File: config.mk
export PLATFORM = sky130hd
export DESIGN_NAME = skmp_fifo
export DESIGN_NICKNAME = d
export VERILOG_FILES = /design/src/skmp_pkg.sv /design/src/skmp_fifo.sv
export SDC_FILE = /design/constraint.sdc
export NUM_CORES = 1
export LEC_CHECK = 0
export ABC_AREA = 1
export BUFFER_PORTS_ARGS = -buffer_cell sky130_fd_sc_hd__buf_2
export CELL_PAD_IN_SITES_DETAIL_PLACEMENT = 2
export CELL_PAD_IN_SITES_GLOBAL_PLACEMENT = 2
export CORE_MARGIN = 2
export CORE_UTILIZATION = 35
export DETAILED_ROUTE_END_ITERATION = 8
export PLACE_DENSITY = 0.7
export REMOVE_ABC_BUFFERS = 1
export SLEW_MARGIN = 0
export SYNTH_ARGS = -nofsm -noshare
export SYNTH_HDL_FRONTEND = slang
export SYNTH_SLANG_ARGS = --single-unit
export TNS_END_PERCENT = 100
File: constraint.sdc
create_clock -name clk -period 8.66 [get_ports clk]
set_input_delay 0.433 -clock clk [delete_from_list [all_inputs] [get_ports clk]]
set_output_delay 0.433 -clock clk [all_outputs]
set_load 0.02 [all_outputs]
File: src/skmp_pkg.sv
`timescale 1ns / 1ps
`default_nettype none
package skmp_pkg;

  localparam int MAX_K = 31;
  localparam int MAX_M = 8;
  localparam int KW = 2 * MAX_K;
  localparam int MW = 2 * MAX_M;
  localparam int QDEPTH = 4;
  localparam int QAW = $clog2(QDEPTH);

  localparam logic [MW-1:0] ABSENT_MINIMIZER = MW'(3);

  localparam logic CFG_KMER_LENGTH = 1'b0;
  localparam logic CFG_MMER_LENGTH = 1'b1;

  localparam logic CMD_COUNT = 1'b0;
  localparam logic CMD_PARTITION = 1'b1;

  typedef struct packed {
    logic cmd;
    logic first;
    logic final_b;
    logic act;
    logic [31:0] bases;
    logic [KW-1:0] val;
  } job_t;

  typedef struct packed {
    logic present;
    logic [15:0] count;
  } tab_entry_t;

  typedef struct packed {
    logic clearing;
  } back_status_t;

  typedef enum logic [2:0] {
    B_CLEAR,
    B_IDLE,
    B_CNT_RD,
    B_CNT_UPD,
    B_WALK,
    B_DECIDE,
    B_EMIT1,
    B_EMIT2
  } back_state_t;

  function automatic logic [4:0] eff_k(input logic [4:0] k);
    logic [4:0] r;
    r = k;
    if (k < 5'd2) r = 5'd2;
    if (k > 5'(MAX_K)) r = 5'(MAX_K);
    return r;
  endfunction

  function automatic logic [3:0] eff_m(input logic [3:0] m, input logic [4:0] k);
    logic [3:0] r;
    r = m;
    if (m < 4'd1) r = 4'd1;
    if (m > 4'(MAX_M)) r = 4'(MAX_M);
    if ({1'b0, r} > k) r = k[3:0];
    return r;
  endfunction

  function automatic logic [MW-1:0] mmer_mask(input logic [3:0] m);
    return {MW{1'b1}} >> (5'(MW) - {m, 1'b0});
  endfunction

  function automatic logic [MW-1:0] canon_mmer(input logic [MW-1:0] v, input logic [3:0] m);
    logic [MW-1:0] r8;
    logic [MW-1:0] r;
    for (int j = 0; j < MAX_M; j++) begin
      r8[2*j +: 2] = ~v[2*(MAX_M-1-j) +: 2];
    end
    r = r8 >> (5'(MW) - {m, 1'b0});
    return (v < r) ? v : r;
  endfunction

endpackage
`default_nettype wire

File: src/skmp_fifo.sv
`timescale 1ns / 1ps
`default_nettype none
module skmp_fifo (
  input  wire logic           clk,
  input  wire logic           rst,
  input  wire logic           push,
  input  skmp_pkg::job_t      push_data,
  input  wire logic           pop,
  output skmp_pkg::job_t      head,
  output logic                empty,
  output logic                full
);
  import skmp_pkg::*;

  job_t mem [QDEPTH];
  logic [QAW-1:0] wptr, rptr;
  logic [QAW:0] fill;

  assign empty = (fill == '0);
  assign full = (fill == (QAW+1)'(QDEPTH));
  assign head = mem[rptr];

  always_ff @(posedge clk) begin
    if (push) begin
      mem[wptr] <= push_data;
    end
  end

  always_ff @(posedge clk) begin
    if (rst) begin
      wptr <= '0;
      rptr <= '0;
      fill <= '0;
    end else begin
      if (push) wptr <= wptr + 1'b1;
      if (pop) rptr <= rptr + 1'b1;
      if (push && !pop) fill <= fill + 1'b1;
      else if (pop && !push) fill <= fill - 1'b1;
    end
  end

endmodule
`default_nettype wire

# Word level (Yosys, flattened, before mapping)
# Memories as Yosys holds them, arrays and structs flattened. A register that Yosys moved wholly into a read port is not among the register bits.
# Index checks and enable logic that the tools add are counted.
[op_classes] add_sub_neg=4 eq_ne=1 mux=6 n_reduce_logical=6
[op_table] op="$mux W3" count=2
[op_table] op="$add A2 B1 Y2 const B" count=2
[op_table] op="$mux W2" count=2
[op_table] op="$add A3 B1 Y3 const B" count=1
[op_table] op="$eq A3 B3 Y1 const B" count=1
[op_table] op="$logic_not A3 Y1" count=1
[op_table] op="$sub A3 B1 Y3 const B" count=1
[op_table] op="$logic_and A1 B1 Y1" count=2
[op_table] op="$logic_not A1 Y1" count=2
[op_table] op="$mux W1" count=2
[op_table] op="$reduce_bool A2 Y1" count=1
[totals] ff_bits=7 mem_bits_rw=392 inputBits=102 output_inout_bits=100 word_cells=21 n_memories=1
[mem_list] name="mem" depth=4 width=98 rd=1 rd_clocked_by_memory_dff=1 wr=1 line_no="skmp_fifo.sv:15" source="job_t mem [QDEPTH];"

# Longest topological paths before layout
[logic_depth] word_depth=4 depth_mapped=10 ltp_nobuf=10

# Least setup slack after synthesis
# No wires, ideal clock.
[synth_timing] path_kind="register to register" startpoint="register wptr[0]" endpoint="memory mem[2][0] (netlist bit), enable pin" setup_ps=451 arrival_ps=2481 required_ps=8209 slack_ps=5727 path_stages_with_launch=5 path_buffers=0 period_less_slack_ps=2933 cell_sequence="dfxtp_1 inv_1 ha_1 nand2_1 inv_1"
[synth_rtl] element="from (decl)" line_no="skmp_fifo.sv:16" source="logic [QAW-1:0] wptr, rptr;"
[synth_rtl] element="from (signal assigned)" line_no="skmp_fifo.sv:35" source="if (push) wptr <= wptr + 1'b1;"
[synth_rtl] element="to (decl)" line_no="skmp_fifo.sv:15"
# No word-level cell before the write port.

==> impl_metrics.toml <==
[power_and_ir_drop]
power.total_mw = 4.478
vdd_drop_max_mv = 0.1677
power_leakage_nw = 6.132
power.density_nw_per_um2 = 252.7

[synth]
synthMuxAreaShare = 0
synth_top_cell_by_area = "edfxtp_1"
syn_area_um2 = 14960
synth_xor_area_frac = 0.0005855
seq_area_frac_synth = 0.7990
synthTopCellsByArea = "edfxtp_1, o21ai_0, nor2_1"
ys_warn_count = 0
synth_area_per_cell_um2 = 14.87
syn_inst = 1006
synth_fa_ha_area_frac = 0.005521
synth_seq_cells = 401
synth_compound_area_frac = 0.1092
synth_top_family_by_area = "compound AO/OA/AOI/OAI gates"
synth_cell_types = 23
netlist.area_leader.share = 0.7870
synthSimpleGateAreaFrac = 0.05437

[critical_path]
slowest_delay_ps = 780
startpoint_type = "register"
required_ps = 8230
path_class = "reg2out"
worstSetupEndpointType = "output port"
cp_slowest_cell = "buf_4"
r2r_start = "wptr[0]$_SDFFE_PP0P_"
r2r-end = "mem[0][17]$_DFFE_PP_"
endpoint = "head[12]"
worstPathCellList = "inv_6, buf_4, o21ai_0, o22ai_1, buf_2"
cp.arrival_ps = 3300
reg2reg_slack_ps = 6190
crit_fanout = 121
worst-r2r-cell-count = 5

[final_layout]
syn2layout_area_growth_pct = 18.44
instances_no_fill = 1774
fin_util = 0.4214
nFillCells = 4185
final_common_cell = "edfxtp_1"
nNetsFinal = 1306
drive_above_1_share = 0.2265
mostFrequentLayoutCells = "edfxtp_1, nor2_1, buf_2, o21ai_0, o22ai_1"

[die]
num_rows = 75
initial_core_util = 0.3558
dieArea_um2 = 44410
io-pin-count = 202
fp.coreArea_um2 = 42040
die_w_um = 210.7
fp.dieH_um = 210.7

[sta]
fin_crit_sh = 0.4308
skew_ps = 22.10
slew-limit-headroom = 0.3312
finalHoldViolCount = 0
finalSetupTns_ps = 0
worst_pin_slew_ps = 1003
rsz0062_at_grt = "false"
maxSlewViolCount = 0
setup_viol = 0
period_minus_slack_ps = 3730
fmax_mhz = 268.1
fin_hold_ws_ps = 65.66

[run]
drv_cap = 0

[cts]
postCtsHoldBufs = 0
clock_sink_count = 401
path_clk_slew_ps = 60
root_buffer = "clkbuf_16"
cts_tree = "built"
cts_max_path_buffers = 3
cts.repair.resized = 0
clk_latency_ps = 560
h-tree-depth = 2
cts-buffers-inserted = 44
cts_setup_buffers = 0

[min_path]
min_path_cells = 2
hold_class = "in2reg"

[grt]
grt_first_pass_wirelength_um = 59670
grt_overflow_total = 0
grt_use_total = 0.1773
grt_antenna_before_repair = 8
grt_max_degree = 122
grt_pass1_vias = 10170

[drt]
drt_iter0_markers = 501
final_antenna_net_count = 0
viasPerCell = 5.129
first_pass_iters = 4
wl_um = 39310
drc = 0
num_vias = 9099
wl_per_cell_um = 22.16

[status]
status = "completed"

[placement]
place_congestion = 0.7088
place_inst = 1691
dp_hpwl_um = 22440
io_buffers = 201
## cell families after synthesis
kind of cell	after synthesis
adders and majority gates	6
DFF	401
AOI/OAI and AO/OA	302
buffers and inverters	81
xor gates and xnor gates	1
and+or+nand+nor	215
## power breakdown
part / internal [mW] / switching (mW) / leakage, nW
registers: 2.22 / 0.0299 / 3.68
clock network: 1.06 / 0.731 / 0.678
logic: 0.119 / 0.315 / 1.78
## synthesized netlist by cell type
cell type / number
buf_12: 1
ha_1: 5
dfxtp_1: 9
o21ai_0: 154
inv_6: 1
fa_1: 1
nand4_1: 1
nor2_1: 202
buf_6: 15
xor2_1: 1
inv_1: 15
buf_4: 5
clkbuf_2: 2
o21ai_1: 47
nand2_1: 9
nand3_1: 1
edfxtp_1: 392
o22ai_1: 98
inv_2: 1
clkbuf_1: 34
nor3_1: 2
a21oi_1: 3
buf_2: 7
## flip-flops by register name, indices dropped and copies added, names as in the netlist, named ones only
signal  count
fill        3
rptr        2
wptr        2
mem       392
## worst min-delay path by stage
stage                         start                    to  slack, ps
5_1_grt                         rst  fill[0]$_SDFFE_PP0P_         40
3_3_place_gp   rptr[1]$_SDFFE_PP0P_              register        420
6_report                        rst  fill[0]$_SDFFE_PP0P_         70
2_1_floorplan  rptr[1]$_SDFFE_PP0P_              register        410
4_1_cts                         rst  fill[0]$_SDFFE_PP0P_         20
3_5_place_dp   rptr[1]$_SDFFE_PP0P_              register        440
## layout make-up
cell class                      count  area, µm²  area share
Multi-Input combinational cell    524       2539      0.1433
Inverter                           17      80.08    0.004520
Sequential cell                   401      11960      0.6751
Antenna cell                        3      7.507   0.0004238
Tap cell                          539      674.4     0.03807
Timing Repair Buffer              210       1074     0.06060
Clock inverter                     16      125.1    0.007063
Clock buffer                       64       1257     0.07098
## metrics by stage
stage	setup WS, ps	cell area (µm²)
6_report	4930	17720
4_1_cts	4803	17710
3_3_place_gp	5479	16330
3_5_place_dp	5415	16330
2_1_floorplan	3294	14560
5_1_grt	4633	17710
## routing by layer
layer  part of all wire  global-route usage  vias to the layer above
li1                   -                   -                     4180
met1               0.43              0.2191                     4681
met2               0.49              0.3066                      166
met3              0.060             0.05427                       58
met4              0.015             0.03813                       14
met5             0.0024                   0                        -
## critical path, delay by kind of cell (launching register included)
family                 cells  cell delay (ps)
AOI/OAI and AO/OA          2              470
buffers and inverters      3             1640
DFF                        1              470
Note: power is estimated with default switching activity, not from simulation.
