File: config.mk
export PLATFORM = sky130hd
export DESIGN_NAME = skmp_front
export DESIGN_NICKNAME = d
export VERILOG_FILES = /design/src/skmp_pkg.sv /design/src/skmp_front.sv
export SDC_FILE = /design/constraint.sdc
export NUM_CORES = 1
export LEC_CHECK = 0
export BUFFER_PORTS_ARGS = -buffer_cell sky130_fd_sc_hd__clkbuf_2
export CAP_MARGIN = 20
export CELL_PAD_IN_SITES_DETAIL_PLACEMENT = 2
export CELL_PAD_IN_SITES_GLOBAL_PLACEMENT = 2
export CORE_MARGIN = 2
export CORE_UTILIZATION = 37
export CTS_BUF_LIST = sky130_fd_sc_hd__clkbuf_8
export DETAILED_ROUTE_END_ITERATION = 6
export MAX_ROUTING_LAYER = met4
export PLACE_DENSITY_LB_ADDON = 0.08
export REMOVE_ABC_BUFFERS = 1
export SETUP_SLACK_MARGIN = 0.1
export SYNTH_ARGS = -nofsm -noshare
export SYNTH_HDL_FRONTEND = slang
export SYNTH_SLANG_ARGS = --single-unit
export TNS_END_PERCENT = 10
File: constraint.sdc
create_clock -name clk -period 7.6 [get_ports clk]
set_input_delay 1.14 -clock clk [delete_from_list [all_inputs] [get_ports clk]]
set_output_delay 1.14 -clock clk [all_outputs]
set_load 0.1 [all_outputs]
File: src/skmp_pkg.sv
`timescale 1ns / 1ps
`default_nettype none
package skmp_pkg;

  localparam int MAX_K = 31;
  localparam int MAX_M = 8;
  localparam int KW = 2 * MAX_K;
  localparam int MW = 2 * MAX_M;
  localparam int QDEPTH = 4;
  localparam int QAW = $clog2(QDEPTH);

  localparam logic [MW-1:0] ABSENT_MINIMIZER = MW'(3);

  localparam logic CFG_KMER_LENGTH = 1'b0;
  localparam logic CFG_MMER_LENGTH = 1'b1;

  localparam logic CMD_COUNT = 1'b0;
  localparam logic CMD_PARTITION = 1'b1;

  typedef struct packed {
    logic cmd;
    logic first;
    logic final_b;
    logic act;
    logic [31:0] bases;
    logic [KW-1:0] val;
  } job_t;

  typedef struct packed {
    logic present;
    logic [15:0] count;
  } tab_entry_t;

  typedef struct packed {
    logic clearing;
  } back_status_t;

  typedef enum logic [2:0] {
    B_CLEAR,
    B_IDLE,
    B_CNT_RD,
    B_CNT_UPD,
    B_WALK,
    B_DECIDE,
    B_EMIT1,
    B_EMIT2
  } back_state_t;

  function automatic logic [4:0] eff_k(input logic [4:0] k);
    logic [4:0] r;
    r = k;
    if (k < 5'd2) r = 5'd2;
    if (k > 5'(MAX_K)) r = 5'(MAX_K);
    return r;
  endfunction

  function automatic logic [3:0] eff_m(input logic [3:0] m, input logic [4:0] k);
    logic [3:0] r;
    r = m;
    if (m < 4'd1) r = 4'd1;
    if (m > 4'(MAX_M)) r = 4'(MAX_M);
    if ({1'b0, r} > k) r = k[3:0];
    return r;
  endfunction

  function automatic logic [MW-1:0] mmer_mask(input logic [3:0] m);
    return {MW{1'b1}} >> (5'(MW) - {m, 1'b0});
  endfunction

  function automatic logic [MW-1:0] canon_mmer(input logic [MW-1:0] v, input logic [3:0] m);
    logic [MW-1:0] r8;
    logic [MW-1:0] r;
    for (int j = 0; j < MAX_M; j++) begin
      r8[2*j +: 2] = ~v[2*(MAX_M-1-j) +: 2];
    end
    r = r8 >> (5'(MW) - {m, 1'b0});
    return (v < r) ? v : r;
  endfunction

endpackage
`default_nettype wire

File: src/skmp_front.sv
`timescale 1ns / 1ps
`default_nettype none
module skmp_front (
  input  wire logic              clk,
  input  wire logic              rst,
  input  wire logic              accept,
  input  wire logic              cmd,
  input  wire logic [1:0]        nucleotide,
  input  wire logic              seq_first,
  input  wire logic              seq_final,
  input  wire logic [4:0]        k,
  input  wire logic [3:0]        m,
  output skmp_pkg::job_t         job
);
  import skmp_pkg::*;

  logic [KW-1:0] fk, rk, fk0, rk0, fk_next, rk_next, kmask, canon;
  logic [MW-1:0] rm, rm0, rm_next, mmask, fm, cmm;
  logic [31:0] bases, bases0, bases_next;
  logic [5:0] k2;
  logic [4:0] m2;
  logic [1:0] comp;

  always_comb begin
    k2 = {k, 1'b0};
    m2 = {m, 1'b0};
    kmask = {KW{1'b1}} >> (6'(KW) - k2);
    mmask = mmer_mask(m);
    fk0 = seq_first ? '0 : fk;
    rk0 = seq_first ? '0 : rk;
    rm0 = seq_first ? '0 : rm;
    bases0 = seq_first ? '0 : bases;
    comp = ~nucleotide;
    fk_next = {fk0[KW-3:0], nucleotide} & kmask;
    rk_next = ((rk0 & kmask) >> 2) | (KW'(comp) << (k2 - 6'd2));
    rm_next = ((rm0 & mmask) >> 2) | (MW'(comp) << (m2 - 5'd2));
    bases_next = (bases0 == '1) ? bases0 : bases0 + 32'd1;
    fm = fk_next[MW-1:0] & mmask;
    cmm = (fm < rm_next) ? fm : rm_next;
    canon = (fk_next < rk_next) ? fk_next : rk_next;
    job.cmd = cmd;
    job.first = seq_first;
    job.final_b = seq_final;
    job.bases = bases_next;
    job.act = (cmd == CMD_PARTITION) ? (bases_next >= 32'(k)) : (bases_next >= 32'(m));
    job.val = (cmd == CMD_PARTITION) ? canon : KW'(cmm);
  end

  always_ff @(posedge clk) begin
    if (rst) begin
      fk <= '0;
      rk <= '0;
      rm <= '0;
      bases <= '0;
    end else if (accept) begin
      fk <= fk_next;
      rk <= rk_next;
      rm <= rm_next;
      bases <= seq_final ? '0 : bases_next;
    end
  end

endmodule
`default_nettype wire

After elaboration in Yosys (flattened, before gate mapping)
Index checks and enable logic that the tools add are counted.
W data, S select, Z words.
{"block": "totals", "out_inout_bits": 98, "reg_bits": 170, "input_bits": 17, "word_cells": 35}
{"block": "classes", "n_bitwise": 7, "muxes": 10, "n_addsub": 5, "shifts": 4, "n_lt_le_gt_ge": 4, "eq_ne": 1}
{"operator": "$mux W62", "n": 3}
{"operator": "$and A62 B62 Y62", "n": 2}
{"operator": "$mux W32", "n": 3}
{"operator": "$lt A62 B62 Y1", "n": 1}
{"operator": "$or A60 B62 Y62", "n": 1}
{"operator": "$shl A2 B6 Y62", "n": 1}
{"operator": "$shr A62 B6 Y62 const A", "n": 1}
{"operator": "$mux W60", "n": 1}
{"operator": "$add A32 B1 Y32 const B", "n": 1}
{"operator": "$and A16 B16 Y16", "n": 2}
{"operator": "$eq A32 B32 Y1 const B", "n": 1}
{"operator": "$ge A32 B4 Y1", "n": 1}
{"operator": "$ge A32 B5 Y1", "n": 1}
{"operator": "$mux W16", "n": 2}
{"operator": "$lt A16 B16 Y1", "n": 1}
{"operator": "$or A14 B16 Y16", "n": 1}
{"operator": "$shl A2 B5 Y16", "n": 1}
{"operator": "$shr A16 B5 Y16 const A", "n": 1}
{"operator": "$sub A6 B2 Y6 const B", "n": 1}
{"operator": "$sub A6 B6 Y6 const A", "n": 1}
{"operator": "$sub A5 B2 Y5 const B", "n": 1}
{"operator": "$sub A5 B5 Y5 const A", "n": 1}
{"operator": "$not A2 Y2", "n": 1}
{"operator": "$mux W1", "n": 1}

Logic depth before layout (Yosys ltp)
{"block": "logic_depth", "word_depth": 7, "depth_mapped": 21, "ltp_nobuf": 17}

Worst setup path after synthesis
No wires, ideal clock.
{"block": "synth_path", "path_kind": "input -> output", "start": "in k[0]", "end": "out job[31] (netlist name)", "path_buffers": 5, "arrival_time_ns": 7.355, "stages": 20, "path_slack_ns": -0.895, "required_time_ns": 6.460, "path_cell_list": "clkbuf_1 inv_1 ha_1 nand2b_1 buf_6 or4_1 nand3_1 clkbuf_1 a32oi_1 ha_1 nand4_1 or4b_2 a31o_2 o311ai_1 o221ai_1 o211ai_2 buf_6 buf_2 nor2_1 a211oi_1"}
{"item": "start, declared", "line": "skmp_front.sv:11", "rtl": "input wire logic [4:0] k,"}
{"item": "end, declared", "line": "skmp_front.sv:13", "rtl": "output skmp_pkg::job_t job"}

==> key figures <==
Floorplan
  – I/O Pins: 115
  – Die height: 184 um
  – Initial core utilization: 37.8%
  – Row cnt: 65
  – DIE WIDTH: 184 um
  – Die Footprint: 33700 um2
  – Core area: 31600 um2

Layout
  – Non-filler cells, final: 2028
  – Util after Layout: 45.6%
  – Area Overhead vs Synth: 20.7%
  – Share of layout cells above drive strength 1: 14.0%
  – Layout Nets: 1723

Clocking
  – Post-CTS setup buffer count: 0
  – TritonCTS Sinks: 166
  – H-Tree Depth: 4
  – Num CTS Buffers: 17
  – Clk Latency, worst-skew pair: 500 ps
  – Reg clk slew, reported paths: 100 ps
  – Worst-case clock buffer depth: 2
  – CTS tree: built
  – Clock root buffer master: clkbuf_8

Global route
  – Total gr overflow: 0
  – Largest net degree at the start of global routing: 167
  – GRT met2 Usage: 49.4%
  – Grt met1 use: 36.2%
  – Overall Global Routing Usage: 29.5%
  – First-pass GRT wire length: 75700 um
  – Initial antenna violation count: 2
  – Met3 Use GR: 4.42%
  – Gr busiest metal: met2
  – Vias in the first global route: 13143

STA
  – Tmin final: 7250 ps
  – Clk_skew: 12.0 ps
  – Setup_tns: 0 ps
  – Final hold slack: 483 ps
  – Fmax: 138 MHz
  – RSZ-0062 raised after global routing: no
  – Count of final setup violators: 0
  – Worst slew margin: 37.3%
  – Final Slew Violations: 0
  – Final Hold Vio Count: 0
  – Slew @ Worst Pin: 934 ps
  – Tcrit/Tclk final: 95.4%

Synth
  – Number of flops mapped to enable cells by yosys: 0
  – Yosys top cell area share: 27.8%
  – Synth area leaders: dfxtp_1 28%, ha_1 9.7%, nor2_1 9.3%
  – Sequential area share after synthesis: 27.8%
  – Library cells used by synthesis: 82
  – Count leader, synth: nor2_1
  – Ys async rst share: 0%
  – Top cells by count, synth: 295 x nor2_1, 166 x dfxtp_1, 106 x a211oi_1
  – Cell area after synthesis: 11900 um2
  – Main synth FF type: dfxtp_1
  – #FFs+latches synth: 166
  – Post-Syn Instances: 1530
  – Synth Warn #: 0
  – Leading area contributor after synthesis: dfxtp_1
  – Post-Syn Area per Cell: 7.81 um2

Routing
  – DR iter-0 viols: 632
  – DR vias/cell: 6.06
  – Total wire length: 48000 um
  – ANT nets after route: 0
  – TritonRoute pass-1 iters: 5
  – WL per Instance: 23.7 um
  – Vias: 12286
  – Remaining DRCs: 0

Status
  – Status: complete, no violations

Pwr
  – Pwr/cell area: 155 nW/um2
  – Worst vdd ir: 0.000106 V
  – LEAKAGE: 5.72 nW

Place
  – GP Congestion: 0.856
  – Dpl hpwl: 35300 um
  – DP Cell Count: 1995
  – Port bufs: 114

Setup path
  – Worst Path Required: 6460 ps
  – Data arrival, critical path: 6110 ps
  – Worst setup EP type: primary output
  – Setup crit start kind: input port
  – WS Path Type: input port to primary output
  – Worst-path fanout max: 38

Worst hold path
  – Worst hold path class: flip-flop to flip-flop

Run
  – Max_cap viols: 0
path summary, 6_finish.rpt:
check | cells after the start | slack (ps) | endpoint | start
min reg2reg | 2 | 480 | fk[31]$_SDFFE_PP0P_ | fk[31]$_SDFFE_PP0P_
min | 2 | 480 | fk[31]$_SDFFE_PP0P_ | fk[31]$_SDFFE_PP0P_
max | 21 | 350 | job[13] | k[0]
max reg2reg | 10 | 4440 | bases[29]$_SDFFE_PP0P_ | bases[0]$_SDFFE_PP0P_
state kept, by name, summed over array words and instances (netlist names):
name	cells
bases	32
fk	60
rm	14
rk	60
placed cells by master, fill, tap and decap left out, types with 8 or more instances in the layout:
cell type  instances
a21oi_1           77
buf_12            68
a211oi_1         106
a21o_1             9
a32oi_1           16
xnor2_1           19
clkbuf_2          49
and2_1            69
nor2b_1           18
buf_4             52
nand4_1           30
a22oi_1           77
mux2i_1           77
and3_1            25
o21ai_0           37
nand2b_1          11
clkbuf_8          19
ha_1              92
nor3_1            18
dfxtp_1          166
nor2_1           294
nor4_1             8
nand3_1           26
inv_1             41
nand2_1           71
a2111oi_0          8
nor3b_1            8
o22ai_1           13
layer usage:
layer | routed length (um) | share of wire, % | vias to the layer above
li1 | - | - | 5770
met1 | 21700 | 45 | 6194
met2 | 23200 | 48 | 241
met3 | 1580 | 3.3 | 81
met4 | 1510 | 3.1 | 0
met5 | 0 | 0 | -
cell families after synthesis:
| family | after synthesis | synth area share [%] |
|---|---|---|
| compound gates | 400 | 23.4 |
| xor+xnor | 26 | 1.91 |
| fa+ha+maj | 93 | 9.74 |
| buf+inv | 149 | 5.28 |
| flops | 166 | 27.8 |
| mux | 84 | 7.10 |
| simple gates | 612 | 24.8 |
power by group:
| group | leakage (nW) | internal, W | total [W] | switching [W] |
|---|---|---|---|---|
| registers | 1.35 | 0.000888 | 0.000900 | 0.0000117 |
| logic | 4.17 | 0.000204 | 0.000652 | 0.000448 |
| clock network | 0.196 | 0.000307 | 0.000686 | 0.000379 |
| total | 5.72 | 0.00140 | 0.00224 | 0.000838 |
through the flow:
step / power [W] / setup WS [ps] / area [um2]
final: 0.00224 / 353 / 14400
after global routing: 0.00233 / 114 / 14400
after CTS: 0.00225 / 162 / 14400
after detailed placement: 0.00156 / -171 / 14000
after global placement: 0.00155 / -23.6 / 14000
after floorplan: 0.00128 / -1820 / 11500
timing repair:
item                                    4_1_cts  5_1_grt
resized for setup                             2        5
hold buffers                                  0        0
pin swaps                                     0        3
endpoints found under the setup margin       62       61
area by class of cell:
type | instances | area [um2]
Fill cell | 3587 | 17200
Multi-Input combinational cell | 1215 | 8030
Sequential cell | 166 | 3320
Timing Repair Buffer | 170 | 2010
Tap cell | 402 | 503
Clock buffer | 19 | 262
Inverter | 43 | 161
Clock inverter | 11 | 128
Antenna cell | 2 | 5.00
critical path, stage by stage:
cell	delay, ps
clkbuf_2	140
inv_1	170
ha_2	270
nand2b_1	100
buf_4	190
or3_4	390
a21oi_1	150
a41o_2	220
and2_1	260
a22oi_1	150
ha_1	330
a2111oi_0	390
o21ai_0	230
a221oi_2	290
nor2_1	120
nor3_4	270
o211ai_4	190
buf_12	210
a222oi_1	450
a31oi_1	170
buf_12	250
Power figures use the tool's default switching activity.
